File: config.mk
export PLATFORM = sky130hd
export DESIGN_NAME = hue_wheel_test_pattern_generator
export DESIGN_NICKNAME = d
export VERILOG_FILES = /design/src/hdl/hwtpg_pkg.sv /design/src/hdl/hue_wheel_test_pattern_generator.sv
export SDC_FILE = /design/constraint.sdc
export NUM_CORES = 1
export LEC_CHECK = 0
export ABC_AREA = 1
export BUFFER_PORTS_ARGS = -buffer_cell sky130_fd_sc_hd__clkbuf_2
export CAP_MARGIN = 20
export CORE_ASPECT_RATIO = 0.8
export CORE_MARGIN = 2
export CORE_UTILIZATION = 50
export CTS_CLUSTER_SIZE = 40
export DETAILED_ROUTE_END_ITERATION = 8
export HOLD_SLACK_MARGIN = 0.06
export PLACE_DENSITY = 0.68
export SLEW_MARGIN = 10
export SYNTH_ARGS = -nofsm -noshare
export SYNTH_HDL_FRONTEND = slang
export SYNTH_SLANG_ARGS = --single-unit
File: constraint.sdc
create_clock -name clk -period 11.85 [get_ports clk]
set_input_delay 0.5925 -clock clk [delete_from_list [all_inputs] [get_ports clk]]
set_output_delay 0.5925 -clock clk [all_outputs]
set_load 0.005 [all_outputs]
File: src/hdl/hwtpg_pkg.sv
`default_nettype none

package hwtpg_pkg;

    // Field widths
    localparam int PIX_W     = 8;
    localparam int FRAME_W   = 32;
    localparam int WIDTH_W   = 9;
    localparam int COLOR_W   = 16;
    localparam int MODE_W    = 2;
    localparam int CFG_IDX_W = 2;
    localparam int HUE_W     = 8;
    localparam int DIFF_W    = 6;
    localparam int SECT_W    = 3;
    localparam int DSUM_W    = 6;

    // Parameter defaults
    localparam int DEF_MAX_COORD_BITS = 8;
    localparam int DEF_CHECKER_CELL   = 8;

    // Rainbow divider: numerator x*255 is 16 bits, retired four bits per stage
    localparam int NUM_W      = 16;
    localparam int DIV_STAGES = 4;
    localparam int DIV_BITS   = NUM_W / DIV_STAGES;

    localparam int HUE_SPAN = 43;

    // Pattern modes
    localparam logic [MODE_W-1:0] MODE_RAINBOW = 2'd0;
    localparam logic [MODE_W-1:0] MODE_WAVES   = 2'd1;
    localparam logic [MODE_W-1:0] MODE_CHECKER = 2'd2;

    // Register indexes
    localparam logic [CFG_IDX_W-1:0] REG_MODE      = 2'd0;
    localparam logic [CFG_IDX_W-1:0] REG_WIDTH     = 2'd1;
    localparam logic [CFG_IDX_W-1:0] REG_COLOR_ON  = 2'd2;
    localparam logic [CFG_IDX_W-1:0] REG_COLOR_OFF = 2'd3;

    // Reset values
    localparam logic [MODE_W-1:0]  RST_MODE      = MODE_RAINBOW;
    localparam logic [WIDTH_W-1:0] RST_WIDTH     = 9'd160;
    localparam logic [COLOR_W-1:0] RST_COLOR_ON  = 16'hFFFF;
    localparam logic [COLOR_W-1:0] RST_COLOR_OFF = 16'hFD20;

    // Hue wheel sectors
    localparam logic [SECT_W-1:0] SECT_RED_YEL  = 3'd0;
    localparam logic [SECT_W-1:0] SECT_YEL_GRN  = 3'd1;
    localparam logic [SECT_W-1:0] SECT_GRN_CYN  = 3'd2;
    localparam logic [SECT_W-1:0] SECT_CYN_BLU  = 3'd3;
    localparam logic [SECT_W-1:0] SECT_BLU_MAG  = 3'd4;
    localparam logic [SECT_W-1:0] SECT_MAG_RED  = 3'd5;

    // One restoring division step: returns {quotient bit, new remainder}
    function automatic logic [WIDTH_W:0] div_step(
        input logic [WIDTH_W-1:0] rem,
        input logic               nbit,
        input logic [WIDTH_W-1:0] divisor
    );
        logic [WIDTH_W:0] trial;
        logic [WIDTH_W:0] diff;
        trial = {rem, nbit};
        diff  = trial - {1'b0, divisor};
        if (trial >= {1'b0, divisor})
            return {1'b1, diff[WIDTH_W-1:0]};
        else
            return {1'b0, trial[WIDTH_W-1:0]};
    endfunction

    // Bit i is the parity of floor(i / span), built by counting
    function automatic logic [255:0] cell_parity_table(input int span);
        logic [255:0] tab;
        int           cnt;
        logic         par;
        tab = '0;
        cnt = 0;
        par = 1'b0;
        for (int i = 0; i < 256; i++)
        begin
            tab[i] = par;
            cnt++;
            if (cnt == span)
            begin
                cnt = 0;
                par = ~par;
            end
        end
        return tab;
    endfunction

endpackage

`default_nettype wire

File: src/hdl/hue_wheel_test_pattern_generator.sv
`default_nettype none

// Hue-wheel test pattern generator: one RGB565 pixel per beat, one beat per clock
// sustained while out_stall is low. An accepted input beat passes a capture stage and the
// rainbow divider (x*255 / line_width, a 16-step restoring divider retiring
// four quotient bits in each of four stages), followed by hue, sector and color stages.
// Every stage holds its own valid bit, so bubbles collapse under output stall and new
// pixels are taken while a finished pixel waits. Configuration is taken on any cycle
// (cfg_ready is always high) but must only be written with the pipeline empty.
module hue_wheel_test_pattern_generator
    import hwtpg_pkg::*;
#(
    parameter int MAX_COORD_BITS = DEF_MAX_COORD_BITS,
    parameter int CHECKER_CELL   = DEF_CHECKER_CELL
)
(
    input  wire logic                 clk,
    input  wire logic                 rst_n,

    input  wire logic                 in_valid,
    output logic                      in_stall,
    input  wire logic [PIX_W-1:0]     pixel_x,
    input  wire logic [PIX_W-1:0]     pixel_y,
    input  wire logic [FRAME_W-1:0]   frame_count,

    output logic                      out_valid,
    input  wire logic                 out_stall,
    output logic [COLOR_W-1:0]        pixel_color,

    input  wire logic                 cfg_valid,
    output logic                      cfg_ready,
    input  wire logic [CFG_IDX_W-1:0] cfg_index,
    input  wire logic [COLOR_W-1:0]   cfg_data
);

    localparam int CoordW  = (MAX_COORD_BITS < PIX_W) ? MAX_COORD_BITS : PIX_W;
    localparam int SHue    = DIV_STAGES + 1;
    localparam int SWheel  = DIV_STAGES + 2;
    localparam int SOut    = DIV_STAGES + 3;
    localparam int NStage  = DIV_STAGES + 4;
    localparam logic [255:0] CellTab = cell_parity_table(CHECKER_CELL);

    typedef struct packed {
        logic [NUM_W-1:0]   num;
        logic [WIDTH_W-1:0] rem;
        logic [NUM_W-1:0]   quot;
        logic [CoordW-1:0]  x;
        logic [CoordW-1:0]  y;
        logic [HUE_W-1:0]   frame8;
        logic [DSUM_W-1:0]  dsum;
        logic               f0;
    } pix_t;

    typedef struct packed {
        logic [HUE_W-1:0] hue;
        logic             tile;
    } hue_t;

    typedef struct packed {
        logic [SECT_W-1:0] sect;
        logic [DIFF_W-1:0] diff;
        logic              tile;
    } wheel_t;

    // ---------------- configuration ----------------
    logic [MODE_W-1:0]  pattern_mode_reg;
    logic [WIDTH_W-1:0] line_width_reg;
    logic [COLOR_W-1:0] color_on_reg;
    logic [COLOR_W-1:0] color_off_reg;
    logic [WIDTH_W-1:0] divisor;

    assign cfg_ready = 1'b1;

    always_ff @(posedge clk or negedge rst_n)
    begin
        if (!rst_n)
        begin
            pattern_mode_reg <= RST_MODE;
            line_width_reg   <= RST_WIDTH;
            color_on_reg     <= RST_COLOR_ON;
            color_off_reg    <= RST_COLOR_OFF;
        end
        else if (cfg_valid && cfg_ready)
        begin
            unique case (cfg_index)
                REG_MODE:      pattern_mode_reg <= cfg_data[MODE_W-1:0];
                REG_WIDTH:     line_width_reg   <= cfg_data[WIDTH_W-1:0];
                REG_COLOR_ON:  color_on_reg     <= cfg_data;
                REG_COLOR_OFF: color_off_reg    <= cfg_data;
                default:       ;
            endcase
        end
    end

    // zero width acts as one
    assign divisor = (line_width_reg == '0) ? WIDTH_W'(1) : line_width_reg;

    // ---------------- pipeline control ----------------
    logic [NStage-1:0] valid_reg;
    logic [NStage-1:0] stage_rdy;

    always_comb
    begin
        stage_rdy[NStage-1] = !valid_reg[NStage-1] || !out_stall;
        for (int k = NStage - 2; k >= 0; k--)
            stage_rdy[k] = !valid_reg[k] || stage_rdy[k+1];
    end

    assign in_stall  = !stage_rdy[0];
    assign out_valid = valid_reg[NStage-1];

    always_ff @(posedge clk or negedge rst_n)
    begin
        if (!rst_n)
            valid_reg <= '0;
        else
        begin
            if (stage_rdy[0])
                valid_reg[0] <= in_valid;
            for (int k = 1; k < NStage; k++)
                if (stage_rdy[k])
                    valid_reg[k] <= valid_reg[k-1];
        end
    end

    // ---------------- capture stage ----------------
    pix_t             pix_reg [0:DIV_STAGES];
    pix_t             cap_next;
    logic [NUM_W-1:0] x_wide;

    always_comb
    begin
        x_wide          = NUM_W'(pixel_x[CoordW-1:0]);
        cap_next.num    = (x_wide << 8) - x_wide;
        cap_next.rem    = '0;
        cap_next.quot   = '0;
        cap_next.x      = pixel_x[CoordW-1:0];
        cap_next.y      = pixel_y[CoordW-1:0];
        cap_next.frame8 = frame_count[HUE_W-1:0];
        cap_next.f0     = frame_count[2];
        // base-4 digit sum of frame/4, which is congruent to it mod 3
        cap_next.dsum   = '0;
        for (int d = 1; d < FRAME_W / 2; d++)
            cap_next.dsum = cap_next.dsum + DSUM_W'(frame_count[2*d +: 2]);
    end

    always_ff @(posedge clk)
    begin
        if (stage_rdy[0] && in_valid)
            pix_reg[0] <= cap_next;
    end

    // ---------------- divider stages ----------------
    for (genvar g = 1; g <= DIV_STAGES; g++)
    begin : g_div
        pix_t pix_next;

        always_comb
        begin
            logic [WIDTH_W:0] st;
            pix_next = pix_reg[g-1];
            for (int j = 0; j < DIV_BITS; j++)
            begin
                st            = div_step(pix_next.rem, pix_next.num[NUM_W-1], divisor);
                pix_next.rem  = st[WIDTH_W-1:0];
                pix_next.quot = {pix_next.quot[NUM_W-2:0], st[WIDTH_W]};
                pix_next.num  = {pix_next.num[NUM_W-2:0], 1'b0};
            end
        end

        always_ff @(posedge clk)
        begin
            if (stage_rdy[g] && valid_reg[g-1])
                pix_reg[g] <= pix_next;
        end
    end

    // ---------------- hue and checker cell ----------------
    hue_t             hue_reg;
    hue_t             hue_next;
    pix_t             pd;
    logic [HUE_W-1:0] x8;
    logic [HUE_W-1:0] y8;
    logic [HUE_W-1:0] hue_rainbow;
    logic [HUE_W-1:0] hue_waves;
    logic [3:0]       dsum3;
    logic [3:0]       mod3;

    always_comb
    begin
        pd          = pix_reg[DIV_STAGES];
        x8          = HUE_W'(pd.x);
        y8          = HUE_W'(pd.y);
        hue_rainbow = pd.quot[HUE_W-1:0] + {y8[5:0], 2'b00} + pd.frame8;
        hue_waves   = {x8[6:0], 1'b0} + {y8[5:0], 2'b00} + {y8[6:0], 1'b0}
                    + {pd.frame8[6:0], 1'b0};
        hue_next.hue = (pattern_mode_reg == MODE_WAVES) ? hue_waves : hue_rainbow;

        dsum3 = 4'(pd.dsum[1:0]) + 4'(pd.dsum[3:2]) + 4'(pd.dsum[5:4]);
        if (dsum3 >= 4'd9)
            mod3 = dsum3 - 4'd9;
        else if (dsum3 >= 4'd6)
            mod3 = dsum3 - 4'd6;
        else if (dsum3 >= 4'd3)
            mod3 = dsum3 - 4'd3;
        else
            mod3 = dsum3;
        // parity of frame/12 is parity of (frame/4 - (frame/4 mod 3))
        hue_next.tile = CellTab[x8] ^ CellTab[y8] ^ pd.f0 ^ mod3[0];
    end

    always_ff @(posedge clk)
    begin
        if (stage_rdy[SHue] && valid_reg[SHue-1])
            hue_reg <= hue_next;
    end

    // ---------------- sector split ----------------
    wheel_t           wheel_reg;
    wheel_t           wheel_next;
    logic [HUE_W-1:0] diff_full;

    always_comb
    begin
        if (hue_reg.hue >= HUE_W'(5 * HUE_SPAN))
        begin
            wheel_next.sect = SECT_MAG_RED;
            diff_full       = hue_reg.hue - HUE_W'(5 * HUE_SPAN);
        end
        else if (hue_reg.hue >= HUE_W'(4 * HUE_SPAN))
        begin
            wheel_next.sect = SECT_BLU_MAG;
            diff_full       = hue_reg.hue - HUE_W'(4 * HUE_SPAN);
        end
        else if (hue_reg.hue >= HUE_W'(3 * HUE_SPAN))
        begin
            wheel_next.sect = SECT_CYN_BLU;
            diff_full       = hue_reg.hue - HUE_W'(3 * HUE_SPAN);
        end
        else if (hue_reg.hue >= HUE_W'(2 * HUE_SPAN))
        begin
            wheel_next.sect = SECT_GRN_CYN;
            diff_full       = hue_reg.hue - HUE_W'(2 * HUE_SPAN);
        end
        else if (hue_reg.hue >= HUE_W'(HUE_SPAN))
        begin
            wheel_next.sect = SECT_YEL_GRN;
            diff_full       = hue_reg.hue - HUE_W'(HUE_SPAN);
        end
        else
        begin
            wheel_next.sect = SECT_RED_YEL;
            diff_full       = hue_reg.hue;
        end
        wheel_next.diff = diff_full[DIFF_W-1:0];
        wheel_next.tile = hue_reg.tile;
    end

    always_ff @(posedge clk)
    begin
        if (stage_rdy[SWheel] && valid_reg[SWheel-1])
            wheel_reg <= wheel_next;
    end

    // ---------------- color and pack ----------------
    logic [COLOR_W-1:0] color_reg;
    logic [COLOR_W-1:0] color_next;
    logic [HUE_W-1:0]   ramp;
    logic [HUE_W-1:0]   red;
    logic [HUE_W-1:0]   grn;
    logic [HUE_W-1:0]   blu;

    always_comb
    begin
        ramp = {wheel_reg.diff, 2'b00} + {1'b0, wheel_reg.diff, 1'b0};
        unique case (wheel_reg.sect)
            SECT_RED_YEL: begin red = 8'hFF;  grn = ramp;  blu = 8'h00; end
            SECT_YEL_GRN: begin red = ~ramp;  grn = 8'hFF; blu = 8'h00; end
            SECT_GRN_CYN: begin red = 8'h00;  grn = 8'hFF; blu = ramp;  end
            SECT_CYN_BLU: begin red = 8'h00;  grn = ~ramp; blu = 8'hFF; end
            SECT_BLU_MAG: begin red = ramp;   grn = 8'h00; blu = 8'hFF; end
            default:      begin red = 8'hFF;  grn = 8'h00; blu = ~ramp; end
        endcase

        unique case (pattern_mode_reg) inside
            MODE_RAINBOW, MODE_WAVES: color_next = {red[7:3], grn[7:2], blu[7:3]};
            MODE_CHECKER: color_next = wheel_reg.tile ? color_on_reg : color_off_reg;
            default:      color_next = '0;
        endcase
    end

    always_ff @(posedge clk)
    begin
        if (stage_rdy[SOut] && valid_reg[SOut-1])
            color_reg <= color_next;
    end

    assign pixel_color = color_reg;

    // ---------------- assertions ----------------
    // a full pipe under output stall must hold off the input
    a_full_stalls: assert property (@(posedge clk) disable iff (!rst_n)
        ((&valid_reg) && out_stall) |-> in_stall)
        else $error("input taken while pipeline full and stalled");

    // an accepted beat lands in the capture stage
    a_capture: assert property (@(posedge clk) disable iff (!rst_n)
        (in_valid && !in_stall) |=> valid_reg[0])
        else $error("accepted beat lost at capture");

    // the unused mode drives black
    a_unused_mode: assert property (@(posedge clk) disable iff (!rst_n)
        (out_valid && pattern_mode_reg != MODE_RAINBOW && pattern_mode_reg != MODE_WAVES
         && pattern_mode_reg != MODE_CHECKER) |-> (pixel_color == '0))
        else $error("unused mode gave a nonzero pixel");

endmodule

`default_nettype wire
* Yosys cells after proc, flatten, opt, wreduce, memory -nomap -nowiden
Memories as Yosys holds them, arrays and structs flattened. Cells that the tools add are included.
Operators by class: $add $sub $neg 47, magnitude comparators 26, eq/ne operators 9, mux-type cells 47, bitwise gates (word level) 4, reductions and logical operators 40
Operators by type and width (number):
- $ge 10x9->1 | 16
- $mux 10 | 16
- $sub 9x9->9 | 16
- $pmux 8 s3 | 3
- $add 6x2->6 | 10
- $add 8x8->8 | 5
- $pmux 16 s2 | 1
- $mux 6 | 5
- $ge 8x8->1 const B | 3
- $lt 8x9->1 const B | 2
- $mux 1 | 17
- $mux 16 | 1
- $sub 16x8->16 | 1
- $reduce_or 2->1 | 6
- $sub 6x5->6 const B | 2
- $sub 6x6->6 const B | 2
- $logic_not 1->1 | 10
- $logic_not 9->1 | 1
- $mux 9 | 1
- $add 3x2->4 | 2
- $add 8x7->8 | 1
- $ge 8x6->1 const B | 1
- $ge 8x7->1 const B | 1
- $logic_and 1x1->1 | 8
- other kinds (21) | 42
Word-level totals: register bits after elaboration 86, memory bits (writable) 360, bits in read-only memories 512, bits of input ports 71, output and inout port bits 19, word-level logic and storage cells 195, memories 3
Memories:
- pix_reg | words 5, width 72, rd ports 5, clocked after memory_dff 0, wr ports 5, line hue_wheel_test_pattern_generator.sv:127 | pix_t pix_reg [0:DIV_STAGES];
- (name not given) | words 256, width 1, rd ports 1, clocked after memory_dff 0, wr ports 0, line hue_wheel_test_pattern_generator.sv:209 | hue_next.tile = CellTab[x8] ^ CellTab[y8] ^ pd.f0 ^ mod3[0];
- (name not given) | words 256, width 1, rd ports 1, clocked after memory_dff 0, wr ports 0, line hue_wheel_test_pattern_generator.sv:209

* Logic depth before layout (Yosys ltp)
depth after elaboration 14, depth in mapped cells 53, depth with buffers taken out 52

* Worst setup path after synthesis
No wires, ideal clock.
path type register -> register, from reg line_width_reg[6], to mem pix_reg[0][264] in the netlist's numbering (data pin), library setup time 130 ps, arrival time 7419 ps, required time 11720 ps, slack 4301 ps, cell stages (with the launch flop) 51, buffers on the path 2, period minus slack after synthesis 7549 ps, cell sequence dfrtp_1 inv_1 nand2_1 nor2_2 a41o_1 ha_1 inv_1 fa_1 nand3_1 nand3_2 nand2_2 nand2_4 nand2_4 nand2_4 o21ai_0 inv_1 fa_1 nand3b_1 (+15 left out) nand3_1 nand2_1 nand2_1 inv_1 nand3_2 buf_6 nand2_1 nand2_1 fa_1 nand3_1 nand3_1 nand2_1 nand3_1 a21boi_0 inv_1 a21oi_2 nand3_1 nand2_1
RTL lines:
- start: declaration | line hue_wheel_test_pattern_generator.sv:67 | logic [WIDTH_W-1:0] line_width_reg;
- start signal: assignment | line hue_wheel_test_pattern_generator.sv:87 | REG_WIDTH: line_width_reg <= cfg_data[WIDTH_W-1:0];
- end: declaration | line hue_wheel_test_pattern_generator.sv:127

==> results.py <==
metrics = {
    "critical_path": {
        "cp_common_cell": "nand2_1",
        "cp.arrival_ns": 9.42,
        "path_max_fanout": 16,
        "required_ns": 12.28,
        "slowest_stage": "fa_1",
        "crit_path_end_kind": "flip-flop",
        "startpoint_type": "flip-flop",
        "crit_type": "reg -> reg",
        "cpPeakStageDelay_ns": 0.48,
    },
    "routing": {
        "drt-total-wl_um": 43200,
        "drc": 0,
        "drt_iter0_drc": 1156,
        "wire_per_inst_um": 15.1,
        "drtPass1Iterations": 5,
        "antenna_left": 0,
        "vias_per_cell": 5.23,
        "vias": 14977,
    },
    "floorplanning": {
        "fp.dieW_um": 230,
        "io_pins": 90,
        "fp.dieArea_mm2": 0.0424,
        "die_h_um": 184,
        "coreArea_mm2": 0.0404,
        "start_util_pct": 50.4,
        "core.rowCount": 66,
    },
    "synthesis": {
        "synthesis.nets": 2487,
        "ys_seq_area_share_pct": 43.3,
        "ys_ff_latch": 301,
        "synth_cell_type_count": 54,
        "async_flop_share_pct": 16.9,
        "synth_top_area_share_pct": 36.9,
        "synth_cells": 2180,
        "syn_area_mm2": 0.0204,
        "yosys-top-cells-area": "edfxtp_1 (37%), ha_1 (11%), nand2_1 (9.4%), fa_1 (5.9%), inv_1 (5.4%)",
        "ys.flop_type": "edfxtp_1",
        "avgSynthCellArea_um2": 9.34,
        "yosysWarnings": 0,
        "post-synth-top-area-cell": "edfxtp_1",
        "synth_edf_count": 250,
    },
    "clock_network": {
        "cts_buffers": 30,
        "path_clk_slew_ns": 0.06,
        "cts_tree": "built",
        "cts.path.max_buffers": 3,
        "cts_hold_buf": 0,
        "clock-sinks": 301,
        "cts_resized": 0,
        "htreeDepth": 1,
        "cts_root_buf": "clkbuf_16",
        "cts_setup_buffers": 0,
        "clk_latency_ns": 0.58,
    },
    "hold_path": {
        "hp-class": "in -> async",
    },
    "cells_and_area": {
        "multi_input_area_mm2": 0.0103,
        "num-fill-cells": 3486,
        "final_util_pct": 55.7,
        "area_delta_synth_final_pct": 10.4,
        "antenna_cells": 0,
        "final_common_cell": "nand2_1",
        "largest_reg_flops": 215,
        "postLayoutCellArea_mm2": 0.0225,
        "regArea_mm2": 0.00882,
        "final_cell_mix": "nand2_1 (509), inv_1 (290), edfxtp_1 (250)",
        "drive_gt1_share_pct": 12.4,
        "final_nets": 2603,
    },
    "global_route": {
        "overflow": 0,
        "met3_usage_pct": 3.20,
        "busiest_layer": "met2",
        "grt_util_met2_pct": 33.7,
        "grt_pass1_vias": 14531,
        "use_met1_pct": 30.2,
        "grt_use_total_pct": 21.0,
        "grt_start_max_net_pins": 52,
        "grt_pass1_wl_um": 72300,
        "grt_antenna_before_repair": 0,
    },
    "timing": {
        "setup_viol": 0,
        "relSlewSlack_pct": 34.6,
        "setup_tns_ns": 0,
        "worstMarginPinSlew_ns": 0.978,
        "fmax_ghz": 0.111,
        "fin_crit_sh_pct": 75.9,
        "slew_viol_final": 0,
        "hold_viol_final": 0,
        "skew_ns": 0.0132,
        "rsz0062_at_grt": "false",
        "period_minus_slack_ns": 9.00,
    },
    "flow_run": {
        "max_cap_violations": 0,
    },
    "place": {
        "gp_congestion": 0.935,
        "dpl.hpwl_um": 32500,
        "port_buffers": 87,
        "post_dp_cell_area_mm2": 0.0215,
    },
    "status": {
        "status": "complete, no violations",
    },
}
critical path, delay by kind of cell (launching register included):
family	cells	cell delay (ns)
simple gates	28	3.46
flops	1	0.38
compound gates	8	2.34
fa+ha+maj	5	1.94
buf+inv	6	0.74
metrics by stage:
stage          instances  setup WS (ns)  hold slack (ns)
5_1_grt             2863           2.06            0.165
4_1_cts             2860           2.93            0.150
2_1_floorplan       2180           4.30            0.297
3_5_place_dp        2805           2.91            0.405
3_3_place_gp        2805           3.14            0.402
6_report            2863           2.85            0.138
path summary, 6_finish.rpt:
path / from / to / slack (ns) / cells past startpoint
worst min-delay path: rst_n / color_off_reg[9]$_DFFE_PN0P_ / 0.14 / 2
worst min register to register: pix_reg[0][4]$_DFFE_PP_ / pix_reg[0][76]$_DFFE_PP_ / 0.41 / 0
worst max register to register: line_width_reg[6]$_DFFE_PN0P_ / pix_reg[0][264]$_DFFE_PP_ / 2.85 / 47
min in group clk: pixel_y[5] / pix_reg[0][20]$_DFFE_PP_ / 0.18 / 1
worst max-delay path: line_width_reg[6]$_DFFE_PN0P_ / pix_reg[0][264]$_DFFE_PP_ / 2.85 / 47
max in group asynchronous: rst_n / color_off_reg[6]$_DFFE_PN0P_ / 11.27 / 2
Yosys cell counts, types with 2 or more instances:
master / instances
inv_1: 291
o211ai_1: 15
dfstp_2: 26
nand3b_1: 9
nand3_1: 94
o21bai_1: 13
a21oi_1: 98
nand4_1: 22
nor2_4: 5
nor2_1: 113
a41o_1: 2
o22ai_1: 10
o21ai_2: 13
nand2_2: 30
ha_1: 176
fa_1: 60
or2_2: 8
a21oi_2: 6
xor2_1: 71
edfxtp_1: 250
buf_6: 4
buf_4: 3
buf_2: 3
nand2_1: 509
xnor2_1: 44
a21o_1: 5
a211oi_1: 2
o21ai_0: 151
a21oi_4: 4
inv_2: 9
o21ai_1: 14
nand3_2: 8
o31ai_1: 2
a31oi_1: 16
dfrtp_1: 25
nand2_4: 10
nand3_4: 6
and2_1: 2
a21boi_0: 2
nor3_1: 21
nor2_2: 4
clkbuf_1: 12
layer usage:
layer  routed length, um  share of wire (%)  vias up
met5                   0                  0        -
met4                 892                2.1        0
met3                2390                5.5       62
met2               18800                 44      355
met1               21100                 49     6997
li1                    -                  -     7563
layout make-up:
cell class	count	share of cell area, %
clock inverters	18	0.746
well taps	544	3.03
inverters	301	5.03
repair buffers	106	2.64
flip-flops and latches	301	39.2
clock buffers	37	3.50
multi-input cells	1556	45.9
cell families after synthesis:
group           synth area share (%)
xor+xnor                        4.95
other cells                   0.0184
buf+inv                         6.18
flops                           43.3
compound gates                  10.3
fa+ha+maj                       16.7
simple gates                    18.6
Power is not shown: default switching activity piles up to over one toggle a cycle in this logic, so the estimate is an artifact.
